File: src/hw/rtl/mcalu_pkg.sv
// ----------------------------------------------------------------------------
// mcalu_pkg: shared types for the 16-bit add/shift ALU
// Operation codes and the condition flag record.
// ----------------------------------------------------------------------------
package mcalu_pkg;

  localparam int unsigned WordW  = 16;
  localparam int unsigned OpW    = 3;
  localparam int unsigned CountW = 6;

  typedef enum logic [OpW-1:0] {
    OP_ADC       = 3'd0,
    OP_ADC_BYTE  = 3'd1,
    OP_ADD       = 3'd2,
    OP_SHIFT_CNT = 3'd3,
    OP_SHIFT_L   = 3'd4,
    OP_SHIFT_R   = 3'd5
  } op_e;

  typedef struct packed {
    logic n;
    logic z;
    logic v;
    logic c;
  } flags_t;

  localparam logic [WordW-1:0] WordMax  = 16'o177777;
  localparam logic [WordW-1:0] WordSMax = 16'o077777;
  localparam logic [7:0]       ByteMax  = 8'o377;
  localparam logic [7:0]       ByteSMax = 8'o177;

endpackage

File: src/hw/rtl/mcalu_if.sv
// ----------------------------------------------------------------------------
// mcalu_req_if / mcalu_rsp_if: request and response channels
// Valid/ready handshake; a transfer happens when both are high.
// ----------------------------------------------------------------------------
interface mcalu_req_if;
  logic        valid;
  logic        ready;
  logic [2:0]  req_type;
  logic [15:0] dest_word;
  logic [15:0] src_word;
  logic        byte_high;

  modport source (output valid, req_type, dest_word, src_word, byte_high, input ready);
  modport sink   (input valid, req_type, dest_word, src_word, byte_high, output ready);
endinterface

interface mcalu_rsp_if;
  logic        valid;
  logic        ready;
  logic [15:0] result_word;
  logic        n_flag;
  logic        z_flag;
  logic        v_flag;
  logic        c_flag;

  modport source (output valid, result_word, n_flag, z_flag, v_flag, c_flag, input ready);
  modport sink   (input valid, result_word, n_flag, z_flag, v_flag, c_flag, output ready);
endinterface

File: src/hw/rtl/minicomputer_add_shift_alu_flags.sv
// Path: an accepted request passes the input register, then the result register;
//   a response stall holds a finished result in the result register.
// Throughput: one request per cycle unless the response stalls; carry feeds back
//   through the flag register, updated as each request enters the result register.
// Reset: flags clear, both stages empty; request ready comes up right after reset.
// ----------------------------------------------------------------------------
// minicomputer_add_shift_alu_flags: 16-bit ALU with N, Z, V, C flags
// Add-carry (word and byte), add, shift by signed count, shift left/right.
// ----------------------------------------------------------------------------
module minicomputer_add_shift_alu_flags
  import mcalu_pkg::*;
(
  input  logic          clk_i,
  input  logic          rst_ni,
  mcalu_req_if.sink     req_i,
  mcalu_rsp_if.source   rsp_o
);

  // input stage
  logic             s1_valid_q;
  logic [OpW-1:0]   s1_type_q;
  logic [WordW-1:0] s1_dest_q;
  logic [WordW-1:0] s1_src_q;
  logic             s1_hi_q;

  // result stage
  logic             out_valid_q;
  logic [WordW-1:0] out_word_q;
  flags_t           out_flags_q;

  flags_t           flags_q, flags_d;
  logic [WordW-1:0] res_d;

  logic out_free, advance, req_fire;

  assign out_free    = !out_valid_q || rsp_o.ready;
  assign advance     = s1_valid_q && out_free;
  assign req_i.ready = !s1_valid_q || out_free;
  assign req_fire    = req_i.valid && req_i.ready;

  always_ff @(posedge clk_i or negedge rst_ni) begin
    if (!rst_ni) begin
      s1_valid_q <= 1'b0;
    end else if (req_i.ready) begin
      s1_valid_q <= req_i.valid;
    end
  end

  always_ff @(posedge clk_i) begin
    if (req_fire) begin
      s1_type_q <= req_i.req_type;
      s1_dest_q <= req_i.dest_word;
      s1_src_q  <= req_i.src_word;
      s1_hi_q   <= req_i.byte_high;
    end
  end

  // ALU datapath
  logic             cin;
  logic [WordW:0]   sum;
  logic [7:0]       b_in, b_out;
  logic [CountW-1:0] cnt, n_sh;
  logic             right;
  logic [2*WordW-1:0] ext, win_mask, win;
  logic [WordW-1:0] shl, shr;
  logic [4:0]       cidx;
  logic             sc_c, sc_v;
  op_e              op;

  always_comb begin
    op       = op_e'(s1_type_q);
    cin      = flags_q.c;
    sum      = {1'b0, s1_src_q} + {1'b0, s1_dest_q};
    b_in     = s1_hi_q ? s1_dest_q[15:8] : s1_dest_q[7:0];
    b_out    = b_in + {7'd0, cin};

    cnt      = s1_src_q[CountW-1:0];
    right    = cnt[CountW-1];
    n_sh     = right ? (~cnt + 6'd1) : cnt;
    shl      = s1_dest_q << n_sh;
    shr      = WordW'($signed(s1_dest_q) >>> n_sh);
    ext      = {s1_dest_q, 16'd0};
    // top n+1 bits of the extended word: bit 15 takes each of these in turn
    win_mask = ~(32'hFFFF_FFFF >> ({26'd0, n_sh} + 32'd1));
    win      = ext & win_mask;
    cidx     = 5'(6'd32 - n_sh);
    sc_c     = 1'b0;
    sc_v     = 1'b0;
    if (n_sh != '0) begin
      if (right) begin
        sc_c = (n_sh > 6'd16) ? s1_dest_q[15] : s1_dest_q[4'(n_sh - 6'd1)];
      end else begin
        sc_c = ext[cidx];
        sc_v = (win != '0) && (win != win_mask);
      end
    end

    res_d   = s1_dest_q;
    flags_d = flags_q;
    case (op)
      OP_ADC: begin
        res_d     = s1_dest_q + {15'd0, cin};
        flags_d.v = (s1_dest_q == WordSMax) && cin;
        flags_d.c = (s1_dest_q == WordMax) && cin;
      end
      OP_ADC_BYTE: begin
        res_d     = s1_hi_q ? {b_out, s1_dest_q[7:0]} : {s1_dest_q[15:8], b_out};
        flags_d.v = (b_in == ByteSMax) && cin;
        flags_d.c = (b_in == ByteMax) && cin;
      end
      OP_ADD: begin
        res_d     = sum[WordW-1:0];
        flags_d.v = (s1_src_q[15] == s1_dest_q[15]) && (sum[15] != s1_src_q[15]);
        flags_d.c = sum[WordW];
      end
      OP_SHIFT_CNT: begin
        res_d     = right ? shr : shl;
        flags_d.v = sc_v;
        flags_d.c = sc_c;
      end
      OP_SHIFT_L: begin
        res_d     = {s1_dest_q[14:0], 1'b0};
        flags_d.c = s1_dest_q[15];
        flags_d.v = s1_dest_q[14] ^ s1_dest_q[15];
      end
      OP_SHIFT_R: begin
        res_d     = {s1_dest_q[15], s1_dest_q[15:1]};
        flags_d.c = s1_dest_q[0];
        flags_d.v = s1_dest_q[15] ^ s1_dest_q[0];
      end
      default: begin
      end
    endcase

    case (op) inside
      OP_ADC_BYTE: begin
        flags_d.n = b_out[7];
        flags_d.z = (b_out == 8'd0);
      end
      OP_ADC, OP_ADD, OP_SHIFT_CNT, OP_SHIFT_L, OP_SHIFT_R: begin
        flags_d.n = res_d[15];
        flags_d.z = (res_d == '0);
      end
      default: begin
      end
    endcase
  end

  // advance the flags together with the request they belong to
  always_ff @(posedge clk_i or negedge rst_ni) begin
    if (!rst_ni) begin
      flags_q     <= '0;
      out_valid_q <= 1'b0;
    end else begin
      if (advance) begin
        flags_q <= flags_d;
      end
      if (out_free) begin
        out_valid_q <= s1_valid_q;
      end
    end
  end

  always_ff @(posedge clk_i) begin
    if (advance) begin
      out_word_q  <= res_d;
      out_flags_q <= flags_d;
    end
  end

  assign rsp_o.valid       = out_valid_q;
  assign rsp_o.result_word = out_word_q;
  assign rsp_o.n_flag      = out_flags_q.n;
  assign rsp_o.z_flag      = out_flags_q.z;
  assign rsp_o.v_flag      = out_flags_q.v;
  assign rsp_o.c_flag      = out_flags_q.c;

  a_ready_when_empty: assert property (@(posedge clk_i) disable iff (!rst_ni)
    !out_valid_q |-> req_i.ready)
    else $error("request not ready with result stage empty");

  a_flags_hold: assert property (@(posedge clk_i) disable iff (!rst_ni)
    !advance |=> $stable(flags_q))
    else $error("flags changed without a request advancing");

  a_rsp_from_stage: assert property (@(posedge clk_i) disable iff (!rst_ni)
    $rose(out_valid_q) |-> $past(s1_valid_q))
    else $error("response appeared without a staged request");

  a_rsp_flags_match: assert property (@(posedge clk_i) disable iff (!rst_ni)
    out_valid_q |-> (out_flags_q == flags_q))
    else $error("response flags differ from flag register");

endmodule

File: src/flat_wrapper.sv
// flat-port wrapper written by rule: the top's interface ports become plain ports
module minicomputer_add_shift_alu_flags_flat import mcalu_pkg::*;
  (clk_i, rst_ni, req_i_valid, req_i_req_type, req_i_dest_word, req_i_src_word, req_i_byte_high, req_i_ready, rsp_o_valid, rsp_o_result_word, rsp_o_n_flag, rsp_o_z_flag, rsp_o_v_flag, rsp_o_c_flag, rsp_o_ready);
  mcalu_req_if req_i_i ();
  mcalu_rsp_if rsp_o_i ();
  input  logic clk_i;
  input  logic rst_ni;
  input wire logic [$bits(req_i_i.valid)-1:0] req_i_valid;
  input wire logic [$bits(req_i_i.req_type)-1:0] req_i_req_type;
  input wire logic [$bits(req_i_i.dest_word)-1:0] req_i_dest_word;
  input wire logic [$bits(req_i_i.src_word)-1:0] req_i_src_word;
  input wire logic [$bits(req_i_i.byte_high)-1:0] req_i_byte_high;
  output wire logic [$bits(req_i_i.ready)-1:0] req_i_ready;
  output wire logic [$bits(rsp_o_i.valid)-1:0] rsp_o_valid;
  output wire logic [$bits(rsp_o_i.result_word)-1:0] rsp_o_result_word;
  output wire logic [$bits(rsp_o_i.n_flag)-1:0] rsp_o_n_flag;
  output wire logic [$bits(rsp_o_i.z_flag)-1:0] rsp_o_z_flag;
  output wire logic [$bits(rsp_o_i.v_flag)-1:0] rsp_o_v_flag;
  output wire logic [$bits(rsp_o_i.c_flag)-1:0] rsp_o_c_flag;
  input wire logic [$bits(rsp_o_i.ready)-1:0] rsp_o_ready;
  assign req_i_i.valid = req_i_valid;
  assign req_i_i.req_type = req_i_req_type;
  assign req_i_i.dest_word = req_i_dest_word;
  assign req_i_i.src_word = req_i_src_word;
  assign req_i_i.byte_high = req_i_byte_high;
  assign req_i_ready = req_i_i.ready;
  assign rsp_o_valid = rsp_o_i.valid;
  assign rsp_o_result_word = rsp_o_i.result_word;
  assign rsp_o_n_flag = rsp_o_i.n_flag;
  assign rsp_o_z_flag = rsp_o_i.z_flag;
  assign rsp_o_v_flag = rsp_o_i.v_flag;
  assign rsp_o_c_flag = rsp_o_i.c_flag;
  assign rsp_o_i.ready = rsp_o_ready;
  minicomputer_add_shift_alu_flags u_core (.clk_i(clk_i), .rst_ni(rst_ni), .req_i(req_i_i), .rsp_o(rsp_o_i));
endmodule
File: config.mk
export PLATFORM = sky130hd
export DESIGN_NAME = minicomputer_add_shift_alu_flags_flat
export DESIGN_NICKNAME = d
export VERILOG_FILES = /design/src/hw/rtl/mcalu_pkg.sv /design/src/hw/rtl/mcalu_if.sv /design/src/hw/rtl/minicomputer_add_shift_alu_flags.sv /design/src/flat_wrapper.sv
export SDC_FILE = /design/constraint.sdc
export NUM_CORES = 1
export LEC_CHECK = 0
export ABC_CLOCK_PERIOD_IN_PS = 5600
export BUFFER_PORTS_ARGS = -buffer_cell sky130_fd_sc_hd__buf_2
export CAP_MARGIN = 10
export CORE_UTILIZATION = 29
export CTS_CLUSTER_DIAMETER = 100
export DETAILED_ROUTE_END_ITERATION = 10
export GPL_TIMING_DRIVEN = 0
export SYNTH_ARGS = -nofsm -noshare
export SYNTH_HDL_FRONTEND = slang
export SYNTH_SLANG_ARGS = --single-unit
File: constraint.sdc
create_clock -name clk_i -period 5.6 [get_ports clk_i]
set_clock_uncertainty 0.2 [all_clocks]
set_input_delay 1.12 -clock clk_i [delete_from_list [all_inputs] [get_ports clk_i]]
set_output_delay 1.12 -clock clk_i [all_outputs]
set_load 0.03 [all_outputs]
==> impl_metrics.toml, run 1 <==
[status]
outcome = "completed"

[setup_path]
r2r_start = "u_core.s1_src_q[0]"
critPathLaunchType = "register"
cp_cell_sequence = "buf_2 -> inv_1 -> ha_1 -> nand2b_1 -> xor2_4 -> inv_2 -> buf_2 -> buf_2 -> buf_2 -> ha_1 -> mux4_2 -> nand2_1 -> o31a_1 -> o22ai_1 -> nand2_1 -> o311ai_0 -> o2111ai_1 -> nand3_1 -> o21a_1"
cp_common_cell = "buf_2"
crit_path_max_fanout = 13
reg2reg_slack_ns = 0.24
crit_required_ns = 5.50
worst_ep_arrival_time_ns = 5.26
end_kind = "register"
crit_family = "buffers and inverters"
slowest_delay_ns = 0.52
reg2reg_depth = 19
worstSetupPathType = "reg2reg"
slowest_stage = "edfxtp_1"
reg2reg_to = "u_core.rsp_o.c_flag"
critical_path_buf_inv_count = 6

[logic_synthesis]
ys_seq_elements = 62
ys_seq_area_share_pct = 25.27
ys_async_sr_fraction_pct = 9.677
avgSynthCellArea_um2 = 8.303
ys_types = 96
synth_ff_type = "edfxtp_1"
yosys_warnings = 0
synth-edff-count = 56
synth_area_mm2 = 0.007248
synthCells = 873
syn_nets = 938

[cells_and_area]
synthToLayoutAreaGrowth_pct = 14.26
layout.area.seq_mm2 = 0.001832
final_common_cell = "buf_2"
drive_gt1_share_pct = 16.21
fillers = 2600
final_cell_mix = "buf_2, nand2_1, a21oi_1"
multi_input_area_mm2 = 0.004979
num-nets-final = 1010
finish.instance_area_mm2 = 0.008282

[clock_tree]
htree_num_levels = 3
cts_tree = "done"
clock_sinks = 62
cts_buffers = 9
cts-hold-fix-buffers = 0
root_buffer = "clkbuf_16"
insertion_delay_ns = 0.35
clk_pin_slew_ns = 0.06
cts_buffer_depth = 2

[timing]
fin_crit_ns = 5.357
max-slew-margin-rel_pct = 25.71
max_freq_mhz = 186.7
rsz0062_at_grt = "false"
drv_slew = 0
tightest_slew_ns = 1.106
hold_viol = 0
finalCritPeriodShare_pct = 95.66
tns_ns = 0
setup_viol = 0

[power]
irDropWorstVdd_mv = 0.2391
power_mw = 2.031
powerDensity_mw_per_mm2 = 245.2
p_leak_nw = 3.056

[min_path]
holdPathStages = 1
hp-start = "u_core.s1_valid_q"
worstHoldEndpoint = "u_core.rsp_o.valid"
min_path_type = "reg2reg"

[detailed_routing]
ant_nets = 0
first_pass_iters = 6
drtIter0Drc = 1367
viasPerCell = 6.317
drt-wirelength-per-cell_um = 25.60
drc = 0
routed-via-count = 8060
wl_um = 32660

[place]
hpwl_um = 24560
io_buffers = 61
globalplace.congestion = 0.9805
place_area_mm2 = 0.007965

[die]
boundaryPins = 62
rows = 57
start_util_pct = 29.72
chipWidth_um = 160.1
fp.dieArea_mm2 = 0.02563
core_region_area_mm2 = 0.02439
die_y_um = 160.1

[grt]
antenna_found_initial = 2
grt_remaining_overflow = 0
track_usage_pct = 25.33
grt_max_degree = 37
grt_pass1_wl_um = 48310
grt_pass1_vias = 7446

[flow_run]
cap_violations = 0
[cell families after synthesis]
family / count (synthesis) / share of synthesized area [%]
buffers and inverters: 104 / 6.214
multiplexers: 70 / 11.57
AO/OA/AOI/OAI: 294 / 27.72
flip-flops: 62 / 25.27
XOR/XNOR: 37 / 4.678
adder cells (fa/ha/maj): 25 / 4.419
AND/OR/NAND/NOR: 281 / 20.13
[state kept, by name, indices dropped and copies added (netlist names)]
name,flops
u_core.rsp_o.valid,1
u_core.s1_dest_q,16
u_core.rsp_o.c_flag,1
u_core.rsp_o.n_flag,1
u_core.s1_hi_q,1
u_core.op,3
u_core.rsp_o.result_word,16
u_core.cin,1
u_core.s1_valid_q,1
u_core.s1_src_q,16
u_core.rsp_o.z_flag,1
u_core.rsp_o.v_flag,1
u_core.flags_q,3
[layout make-up]
type,instances,area share (%)
multi-input combinational,707,60.11
inverter,28,1.269
tap,324,4.895
clock buffer,11,3.188
antenna,2,0.06043
timing repair buffer,62,3.747
clock inverter,5,0.4835
buffer,75,4.124
sequential,62,22.12
[power by group]
part / internal [mW] / leakage [nW] / switching (mW) / total [mW]
clock: 0.342 / 0.145 / 0.236 / 0.578
sequential: 0.557 / 0.611 / 0.0363 / 0.594
combinational: 0.287 / 2.30 / 0.573 / 0.860
[routing by layer]
metal	part of all wire [%]	GRT usage [%]
met1	41	34.13
met2	41	36.38
met3	13	7.948
met4	5.2	12.16
met5	0	0
[worst max-delay path by stage]
stage	end	cells past startpoint	startpoint	slack [ns]
floorplan	u_core.rsp_o.c_flag	20	u_core.s1_src_q[0]	1.24
global placement	u_core.rsp_o.c_flag	20	u_core.s1_src_q[0]	0.08
detailed placement	u_core.rsp_o.c_flag	20	u_core.s1_src_q[0]	0.12
CTS	u_core.rsp_o.c_flag	20	u_core.s1_src_q[0]	0.07
global route	u_core.rsp_o.z_flag	13	u_core.s1_src_q[0]	0.04
finish	u_core.rsp_o.c_flag	19	u_core.s1_src_q[0]	0.24
[synth_stat cells (5+ instances only)]
master | instances | area (um2)
nand2_1 | 79 | 296.5
a21oi_1 | 69 | 345.3
o21ai_0 | 58 | 290.3
edfxtp_1 | 56 | 1682
nor2_1 | 49 | 183.9
clkbuf_1 | 45 | 168.9
mux2i_1 | 43 | 430.4
nand3_1 | 33 | 165.2
nor3_1 | 29 | 145.1
ha_1 | 24 | 300.3
inv_1 | 24 | 90.09
xnor2_1 | 24 | 210.2
buf_2 | 18 | 90.09
mux2_2 | 17 | 191.4
o211ai_1 | 17 | 127.6
a31oi_1 | 15 | 93.84
nor4_1 | 14 | 87.58
o22ai_1 | 13 | 81.33
and3_1 | 12 | 75.07
xor2_1 | 11 | 96.34
nand2b_1 | 10 | 62.56
a211oi_1 | 9 | 67.56
a22oi_1 | 9 | 67.56
mux4_2 | 9 | 202.7
nor2b_1 | 8 | 50.05
nand4_1 | 7 | 43.79
a21o_1 | 6 | 45.04
a32oi_1 | 6 | 52.55
buf_1 | 6 | 22.52
dfrtp_1 | 6 | 150.1
o21a_1 | 6 | 45.04
o21ai_1 | 6 | 30.03
o22a_1 | 6 | 52.55
o31ai_1 | 5 | 37.54
o32ai_1 | 5 | 43.79
[through the flow]
step	worst slack, ns	cells	utilization [%]	hold slack [ns]
after global placement	0.08361	1258	32.63	0.2655
after detailed placement	0.1246	1259	32.66	0.2746
after global routing	0.03586	1274	33.93	0.3065
after CTS	0.07437	1275	33.90	0.2912
after floorplan	1.236	873	-	0.2462
final	0.2428	1276	33.95	0.2885
[what timing repair did]
item	CTS	global route
endpoints found under the hold margin	0	0
endpoints found under the setup margin	0	4
gates resized for setup	0	1
setup buffers	0	0
(Power assumes the default switching activity.)
==> run 2, diff against run 1 <==
--- a/config.mk
+++ b/config.mk
@@ -8,6 +8,7 @@
 export ABC_CLOCK_PERIOD_IN_PS = 5600
 export BUFFER_PORTS_ARGS = -buffer_cell sky130_fd_sc_hd__buf_2
 export CAP_MARGIN = 10
+export CORE_MARGIN = 3
 export CORE_UTILIZATION = 29
 export CTS_CLUSTER_DIAMETER = 100
 export DETAILED_ROUTE_END_ITERATION = 10
==> impl_metrics.toml, run 2 (synthesis results as in run 1) <==
[status]
outcome = "completed"

[flow_run]
cap_violations = 0

[place]
io_buffers = 61
hpwl_um = 25340
globalplace.congestion = 0.9983
place_area_mm2 = 0.007965

[power]
p_leak_nw = 3.052
powerDensity_mw_per_mm2 = 248.1
irDropWorstVdd_mv = 0.2282

[grt]
grtUsageMet3_pct = 7.188
busiest_layer = "met2"
grt_pass1_vias = 7605
track_usage_pct = 24.84
met1_usage_pct = 33.70
antenna_found_initial = 2
grt_max_degree = 37
grt_pass1_wl_um = 49590
grt_remaining_overflow = 0
grt_use_met2_pct = 35.63

[clock_tree]
htree_num_levels = 3
cts_tree = "done"
post_cts_buffers = 0
root_buffer = "clkbuf_16"
cts_buffer_depth = 2
clock_sinks = 62
insertion_delay_ns = 0.36
cts_buffers = 9
clk_pin_slew_ns = 0.06

[detailed_routing]
first_pass_iters = 6
viasPerCell = 6.330
drc = 0
drt-wirelength-per-cell_um = 26.51
drtIter0Drc = 1280
ant_nets = 0
routed-via-count = 8064
wl_um = 33770

[timing]
tns_ns = 0
drv_slew = 0
rsz0062_at_grt = "false"
hold_viol = 0
max_freq_mhz = 183.9
max-slew-margin-rel_pct = 26.26
finalCritPeriodShare_pct = 97.11
fin_crit_ns = 5.438
tightest_slew_ns = 1.098
setup_viol = 0

[die]
core_region_area_mm2 = 0.02446
boundaryPins = 62
rows = 57
fp.dieArea_mm2 = 0.02693
start_util_pct = 29.63
die_y_um = 164.1
chipWidth_um = 164.1

[cells_and_area]
drive_gt1_share_pct = 16.33
final_cell_mix = "buf_2, nand2_1, a21oi_1"
finish.instance_area_mm2 = 0.008284
synthToLayoutAreaGrowth_pct = 14.29
fillers = 2626
num-nets-final = 1009

[setup_path]
worstSetupPathType = "reg2reg"
slowest_delay_ns = 0.53
cp_common_cell = "buf_2"
worst_ep_arrival_time_ns = 5.35
critPathLaunchType = "register"
reg2reg_slack_ns = 0.16
crit_required_ns = 5.51
slowest_stage = "edfxtp_1"
cp_cell_sequence = "buf_2 -> inv_1 -> ha_1 -> nand2b_1 -> xor2_4 -> inv_2 -> buf_2 -> buf_2 -> buf_2 -> ha_1 -> mux4_2 -> nand2_1 -> o31a_1 -> o22ai_1 -> nand2_1 -> o311ai_0 -> o2111ai_1 -> nand3_1 -> o21a_1"
crit_family = "buffers and inverters"
critical_path_buf_inv_count = 6
crit_path_max_fanout = 13
end_kind = "register"

[min_path]
min_path_type = "reg2reg"
==> run 2: per-stage QoR <==
step | utilization (%) | std cells | power, mW | setup WS, ns | hold slack (ns)
6_report | 33.87 | 1274 | 2.056 | 0.1620 | 0.2851
5_1_grt | 33.86 | 1273 | 2.137 | 0.03079 | 0.3059
4_1_cts | 33.84 | 1274 | 2.029 | 0.07215 | 0.2895
3_5_place_dp | 32.56 | 1258 | 1.427 | -0.05559 | 0.2678
3_3_place_gp | 32.54 | 1258 | 1.443 | -0.1412 | 0.2639
2_1_floorplan | - | 873 | 1.149 | 1.236 | 0.2462
==> run 2: where the power goes <==
part           total (mW)  switching [mW]  internal (mW)
clock               0.595           0.253          0.342
combinational       0.868           0.581          0.287
sequential          0.593          0.0355          0.557
total                2.06           0.870           1.19
==> run 2: metal layers <==
metal	wire (um)	part of all wire, %	up-vias
met2	13610	40	613
met4	2100	6.2	2
met1	13730	41	3784
li1	-	-	3517
met3	4307	13	148
met5	13	0.038	-
==> run 2: timing repair <==
action	CTS	global route
resized for setup	1	1
cloned	0	0
hold buffers	0	0
endpoints found under the setup margin	2	4
==> run 2: cell type report <==
class / count / area (um2) / share of cell area, %
diodes: 1 / 2.502 / 0.03021
well taps: 324 / 405.4 / 4.894
multi-input cells: 707 / 4991 / 60.25
inverters: 28 / 105.1 / 1.269
clock buffers: 11 / 264.0 / 3.187
clock inverters: 5 / 37.54 / 0.4531
repair buffers: 61 / 305.3 / 3.685
plain buffers: 75 / 341.6 / 4.123
flip-flops and latches: 62 / 1832 / 22.11
==> run 2: path summary, 6_finish.rpt <==
check                                    from  cells after the start                   to
max                        u_core.s1_src_q[0]                     19  u_core.rsp_o.c_flag
min                         u_core.s1_valid_q                      1   u_core.rsp_o.valid
max reg2reg                u_core.s1_src_q[0]                     19  u_core.rsp_o.c_flag
min reg2reg                 u_core.s1_valid_q                      1   u_core.rsp_o.valid
max in group asynchronous              rst_ni                      1    u_core.flags_q[1]
min in group asynchronous              rst_ni                      1    u_core.s1_valid_q
